[src/ptns_pkg.sv]
package ptns_pkg;

    localparam int KIND_W      = 2;
    localparam int STATUS_W    = 2;
    localparam int COUNT_OUT_W = 9;

    // Item kinds on the input tuser.
    localparam logic [KIND_W-1:0] KIND_ADD  = 2'd0;
    localparam logic [KIND_W-1:0] KIND_DUP  = 2'd1;
    localparam logic [KIND_W-1:0] KIND_NEAR = 2'd2;

    // Result status codes.
    localparam logic [STATUS_W-1:0] STATUS_OK    = 2'd0;
    localparam logic [STATUS_W-1:0] STATUS_FULL  = 2'd1;
    localparam logic [STATUS_W-1:0] STATUS_EMPTY = 2'd2;

    typedef struct packed {
        logic load_query;
        logic add_write;
        logic scan_start;
        logic issue;
        logic load_result;
    } ctrl_cmd_t;

    typedef struct packed {
        logic count_zero;
        logic last_issue;
        logic pipe_busy;
        logic out_free;
    } dp_status_t;

endpackage

[src/ptns_ctrl.sv]
module ptns_ctrl (
    input  logic                            aclk,
    input  logic                            aresetn,
    input  logic                            s_tvalid,
    output logic                            s_tready,
    input  logic [ptns_pkg::KIND_W-1:0]     kind,
    input  ptns_pkg::dp_status_t            status,
    output ptns_pkg::ctrl_cmd_t             cmd
);

    import ptns_pkg::*;

    typedef enum logic [3:0] {
        STATE_IDLE  = 4'b0001,
        STATE_SCAN  = 4'b0010,
        STATE_DRAIN = 4'b0100,
        STATE_DONE  = 4'b1000
    } state_t;

    state_t state_reg;
    state_t state_next;
    logic   accept;
    logic   is_query;

    assign accept   = s_tvalid && (state_reg == STATE_IDLE);
    assign is_query = (kind == KIND_DUP) || (kind == KIND_NEAR);

    always_comb begin
        state_next = state_reg;
        s_tready   = 1'b0;
        cmd        = '0;
        unique case (state_reg)
            STATE_IDLE: begin
                s_tready       = 1'b1;
                cmd.load_query = accept;
                cmd.add_write  = accept && (kind == KIND_ADD);
                cmd.scan_start = accept && is_query && !status.count_zero;
                if (accept) begin
                    state_next = cmd.scan_start ? STATE_SCAN : STATE_DONE;
                end
            end
            STATE_SCAN: begin
                cmd.issue = 1'b1;
                if (status.last_issue) begin
                    state_next = STATE_DRAIN;
                end
            end
            STATE_DRAIN: begin
                if (!status.pipe_busy) begin
                    state_next = STATE_DONE;
                end
            end
            STATE_DONE: begin
                if (status.out_free) begin
                    cmd.load_result = 1'b1;
                    state_next      = STATE_IDLE;
                end
            end
            default: begin
                state_next = STATE_IDLE;
            end
        endcase
    end

    always_ff @(posedge aclk) begin
        if (!aresetn) begin
            state_reg <= STATE_IDLE;
        end else begin
            state_reg <= state_next;
        end
    end

endmodule

[config.mk]
export PLATFORM = sky130hd
export DESIGN_NAME = ptns_ctrl
export DESIGN_NICKNAME = d
export VERILOG_FILES = /design/src/ptns_pkg.sv /design/src/ptns_ctrl.sv
export SDC_FILE = /design/constraint.sdc
export NUM_CORES = 1
export LEC_CHECK = 0
export BUFFER_PORTS_ARGS = -buffer_cell sky130_fd_sc_hd__buf_4
export CORE_AREA = 4 4 41 43
export CTS_BUF_LIST = sky130_fd_sc_hd__clkbuf_8 sky130_fd_sc_hd__clkbuf_16
export CTS_CLUSTER_DIAMETER = 50
export DETAILED_ROUTE_END_ITERATION = 8
export DIE_AREA = 0 0 45 47
export REMOVE_ABC_BUFFERS = 1
export SLEW_MARGIN = 10
export SYNTH_ARGS = -nofsm -noshare
export SYNTH_HDL_FRONTEND = slang
export SYNTH_SLANG_ARGS = --single-unit
[constraint.sdc]
create_clock -name aclk -period 3.3 [get_ports aclk]
set_clock_uncertainty 0.05 [all_clocks]
set_input_delay 0.165 -clock aclk [delete_from_list [all_inputs] [get_ports aclk]]
set_output_delay 0.165 -clock aclk [all_outputs]
set_load 0.05 [all_outputs]
==> metrics.txt, run 1 <==
Synth Register Bits=4; Hold Vio Cnt, Final=0; setup TNS=0 ns; Post-synth EDFFs=0; DRT antenna net count=0; Post-Route WL=770 um; vias in the first global route=327; Num CTS Buffers=3; # IOs=15; internal reg-to-reg setup slack=1.81 ns; Iteration-0 DRC Markers=3; startpoint types=flip-flop; element type at the critical path end=primary output; max_slew headroom=0.7316; Slew Limit Fails=0; P per Cell Area=555.1 nW/um^2; hold worst-path end=state_reg[0]; Placer Congestion=0.7284; htree depth=1; Core Region=1301 um^2; die area=2115 um^2; Distinct cells, synth=26; kind of critical path=reg -> out; slew at the pin closest to its max-slew limit=0.4021 ns; CP arrival=1.58 ns; Reg2Reg Depth=4; Mapped Area=349.1 um^2; area of the multi-input gates=227.7 um^2; Tmin final=1.794 ns; fill count=143; post-CTS setup buffer count=0; Max-Cap Viols=0; Tcrit/Tclk final=0.5437; GR Util met2=0.1215; crit path max fanout=11; Synth warnings=0; mean routed wirelength per cell=10.55 um; Data required, critical path=3.08 ns; Avg Inst Size Synth=7.934 um^2; deepest clock path buffer count=2; commonest non-fill, non-tap cell in the layout=buf_4; layout cells sized above 1=0.3448; Area Growth Syn to Fin=39.78%; pin count of the biggest net entering global routing=12; Synth top area share=0.2294; first-pass GRT wire length=1.228 mm; worst hold path type=in -> reg; Chip Width=45 um; worst flop-to-flop path startpoint=state_reg[3]; Buffers on Ports=14; dominant synthesized flop cell=dfxtp_1; status=completed; leakage power=0.2370 nW; CTS Hold Buffers Added=0; HPWL after DPL=631.9 um; Reg-to-Reg End=state_reg[0]; GRT Max-Usage Layer=met2; DRT Pass-1 Iters=2; post-cts resize count=0; initial antenna violation count=0; worst ir drop on vdd=220.4 uV; Die Height=47 um; antenna fix cells=0; Root Driver=clkbuf_8; Yosys top cell by area=dfxtp_1; worst hold stages=2; Rows=13; number of remaining DRC errors=0; clk sink count=4; max reg flops=4; final setup fails=0; fin nets=70; sequential element share of the synthesized area=0.2294; top cells by area, synth=dfxtp_1, nand2b_1, nor4b_4; M1 GR Usage=0.09773; initial core utilization=0.2683; Vias/cell=4.740; clock latency on the worst-skew pair=0.21 ns; Max Freq=557.4 MHz; register area=80.08 um^2; Clock Pin Slew Worst Setup and Hold Paths=0.03 ns; gr usage total=0.07978; Syn Inst Count=44; RSZ-0062 raised after global routing=false; Overall Power=0.0002709 W; TritonCTS clock tree=done; most frequent cells in the layout=buf_4, nor2_1, inv_1, nand2b_1, dfxtp_1; Overflow after GRT=0; asr flop ratio synth=0; total number of vias=346; worst hold start=aresetn; met3 GRT Util=0.02299
layer usage:
metal	routed length, um	vias up
li1	-	186
met1	350	156
met2	384	4
met3	35	0
met4	0	0
met5	0	-
stage by stage:
stage               std cells  area, um^2    util  hold WS, ns  setup WS [ns]
CTS                        73       488.0  0.3750       0.1516          1.492
detailed placement         70       446.7  0.3433       0.3728          1.734
global route               73       488.0  0.3750       0.1654          1.401
finish                     73       488.0  0.3750       0.1518          1.506
floorplan                  41       322.8       -       0.1936         0.9172
global placement           70       446.7  0.3433       0.3697          1.756
cells by family (layout without fill, tap and decap cells):
group                    after synthesis  count (layout)  synth area share
AO/OA/AOI/OAI                          9               9            0.1828
adder cells (fa/ha/maj)                1               1           0.03584
buffers and inverters                  7              21            0.1183
flip-flops                             4               4            0.2294
AND/OR/NAND/NOR                       23              23            0.4337
layout make-up:
type	count	share of cell area
tap	15	0.03846
clock buffer	3	0.08462
inverter	4	0.03077
timing repair buffer	14	0.2154
sequential	4	0.1641
multi-input combinational	33	0.4667
synthesized netlist by cell type (2+ instances only):
master / n
buf_4: 2
nor2_1: 5
o21ai_0: 3
nand3_1: 2
nand4_1: 2
inv_1: 4
dfxtp_1: 4
nand2b_1: 4
worst max path at each step:
stage / cells past startpoint / slack (ns) / from / to
detailed placement: 4 / 1.73 / state_reg[2] / cmd[2]
global route: 4 / 1.40 / state_reg[2] / cmd[2]
global placement: 4 / 1.76 / state_reg[2] / cmd[2]
floorplan: 4 / 0.92 / state_reg[2] / state_reg[1]
CTS: 4 / 1.49 / state_reg[2] / cmd[2]
finish: 4 / 1.51 / state_reg[2] / cmd[2]
critical path, cell delays in order (launching register included):
cell	delay (ns)
dfxtp_1	0.42
nor4b_4	0.37
and2_1	0.19
and3b_2	0.20
buf_4	0.19
report_power, final:
| group | leakage (nW) | internal [W] | total (W) | switching (W) |
|---|---|---|---|---|
| Clock | 0.0216 | 0.0000775 | 0.0000998 | 0.0000223 |
| Sequential | 0.0328 | 0.0000546 | 0.0000662 | 0.0000116 |
| Combinational | 0.183 | 0.0000436 | 0.000105 | 0.0000612 |
| Total | 0.237 | 0.000176 | 0.000271 | 0.0000952 |
Power figures use the tool's default switching activity.
==> run 2: changes to the inputs <==
- ABC_AREA: not set -> 1
- clock period: 3.3 -> 1.8 ns (I/O delays scaled with it)
==> run 2 against run 1 <==
Die area unchanged. Synthesized area increased by 0.72%. Non-clock buffer count unchanged. Combinational power increased to 4.7 times the previous value. Hold slack lost 0.089 ns. Flip-flop and latch count unchanged. Count of clock-buffer cells in the layout did not move.
==> metrics.txt, run 2 <==
status=completed; placed instance area=467.9 um^2; vias in the first global route=343; Slew Limit Fails=0; fin nets=85; fraction of the mapped netlist area in simple logic gates=0.5196; deepest clock path buffer count=2; Root Driver=clkbuf_8; Clock power frac=0.226; sequential element share of the synthesized area=0.2278; # IOs=15; setup TNS=0 ns; CTS Hold Buffers Added=0; final worst-path setup slack=0.2856 ns; Vias/cell=4.148; first-pass GRT wire length=1.324 mm; Max-Cap Viols=0; Num CTS Buffers=3; max reg flops=4; Core Region=1301 um^2; most frequent cell after synthesis=inv_1; Tcrit/Tclk final=0.8413; worst slack at placement=0.5062 ns; XOR/XNOR Fraction of Synth Area=0; Synth warnings=0; compound-gate portion of the synthesized area=0.04626; Adder-Cell Fraction of Synth Area=0.03559; initial antenna violation count=0; Post-Route WL=786 um; number of remaining DRC errors=0; Hold Vio Cnt, Final=0; Distinct cells, synth=17; dpl cells=85; antenna fix cells=0; Synth top area share=0.2278; met3 GRT Util=0.07280; P per Cell Area=1644 nW/um^2; crit path max fanout=5; dominant synthesized flop cell=dfxtp_1; Chip Width=45 um; Max Freq=660.3 MHz; slew at the pin closest to its max-slew limit=0.2575 ns; top cells by area, synth=dfxtp_1, inv_1, nor2_1; worst hold path type=in -> reg; total number of vias=365; Data required, critical path=1.66 ns; GR Util met2=0.1582; gr usage total=0.09407; Iteration-0 DRC Markers=9; Comb pwr share=0.594; asr flop ratio synth=0; max_slew headroom=0.8268; layout cells sized above 1=0.3836; TritonCTS clock tree=done; internal reg-to-reg setup slack=0.62 ns; commonest cells in the synthesized netlist=inv_1, nor2_1, nand2_1; kind of critical path=reg -> out; worst ir drop on vdd=636.5 uV; CP arrival=1.37 ns; Area Growth Syn to Fin=44.84%; Yosys top cell by area=dfxtp_1; CP peak stage delay=0.34 ns; clk sink count=4; Post-synth EDFFs=0; post-cts resize count=0; RSZ-0062 raised after global routing=false; register share of total power=0.180; Mapped Area=351.6 um^2; most frequent cells in the layout=buf_4, inv_1, nor2_1; HPWL after DPL=669.5 um; Tmin final=1.514 ns; Rows=13; htree depth=1; Clock Pin Slew Worst Setup and Hold Paths=0.03 ns; DRT Pass-1 Iters=2; M1 GR Usage=0.08656; pin count of the biggest net entering global routing=6; Net Switching=0.0004169 W; largest family of logic cells by synthesized area=simple AND/OR/NAND/NOR gates; die area=2115 um^2; final setup fails=0; Synth Register Bits=4; fin cells=88; Syn Inst Count=57; leakage power=0.2828 nW; critical path's slowest cell=dfxtp_1; fin area=509.2 um^2; Overflow after GRT=0; crit-path cells=nor2_2, nand2_2, nor2_4, inv_2, nor3_2, buf_4; Placer Congestion=0.7255; mean routed wirelength per cell=8.932 um; DRT antenna net count=0; startpoint types=flip-flop; GRT Max-Usage Layer=met2; element type at the critical path end=primary output; switching fraction of total power=0.4982; mux contribution to synthesized area=0; Buffers on Ports=14; Internal=0.0004200 W; Avg Inst Size Synth=6.168 um^2; initial core utilization=0.2702; Die Height=47 um; post-CTS setup buffer count=0; commonest non-fill, non-tap cell in the layout=buf_4; clock latency on the worst-skew pair=0.22 ns; Overall Power=0.0008370 W
-- run 2: final cells by class --
type / count / area [um^2]
Tap cell: 15 / 18.77
Multi-Input combinational cell: 38 / 211.5
Fill cell: 145 / 792.0
Sequential cell: 4 / 80.08
Inverter: 14 / 52.55
Clock buffer: 3 / 41.29
Timing Repair Buffer: 14 / 105.1
-- run 2: path summary, 6_finish.rpt --
path	start	to	cells after the start
worst max-delay path	state_reg[2]	cmd[2]	6
worst min-delay path	aresetn	state_reg[0]	2
worst max register to register	state_reg[2]	state_reg[3]	6
worst min register to register	state_reg[2]	state_reg[2]	2
-- run 2: power by group through the flow --
stage | Combinational (W) | Sequential (W) | Clock (W)
after floorplan | 0.000388 | 0.000145 | 0
after global placement | 0.000497 | 0.000152 | 0
after detailed placement | 0.000498 | 0.000152 | 0
after CTS | 0.000501 | 0.000151 | 0.000195
after global routing | 0.000549 | 0.000156 | 0.000200
final | 0.000497 | 0.000151 | 0.000189
-- run 2: logic make-up after synthesis --
group           count (synthesis)
compound gates                  2
fa+ha+maj                       1
buf+inv                        15
flops                           4
simple gates                   35
-- run 2: per-layer routing --
layer  part of all wire  up-vias  routed length [um]
li1                   -      203                   -
met4                  0        0                   0
met3              0.074        0                  58
met5                  0        -                   0
met2               0.50        8                 390
met1               0.43      154                 337
-- run 2: worst max-delay path: cells and delay by family, from the launching register on --
family / cells / cell delay, ns
buf+inv: 2 / 0.27
flops: 1 / 0.34
simple gates: 4 / 0.55
-- run 2: through the flow --
stage / utilization / hold WS (ns)
detailed placement: 0.3596 / 0.2823
finish: 0.3913 / 0.06229
floorplan: - / 0.1241
global route: 0.3913 / 0.07843
global placement: 0.3596 / 0.2867
CTS: 0.3913 / 0.05688
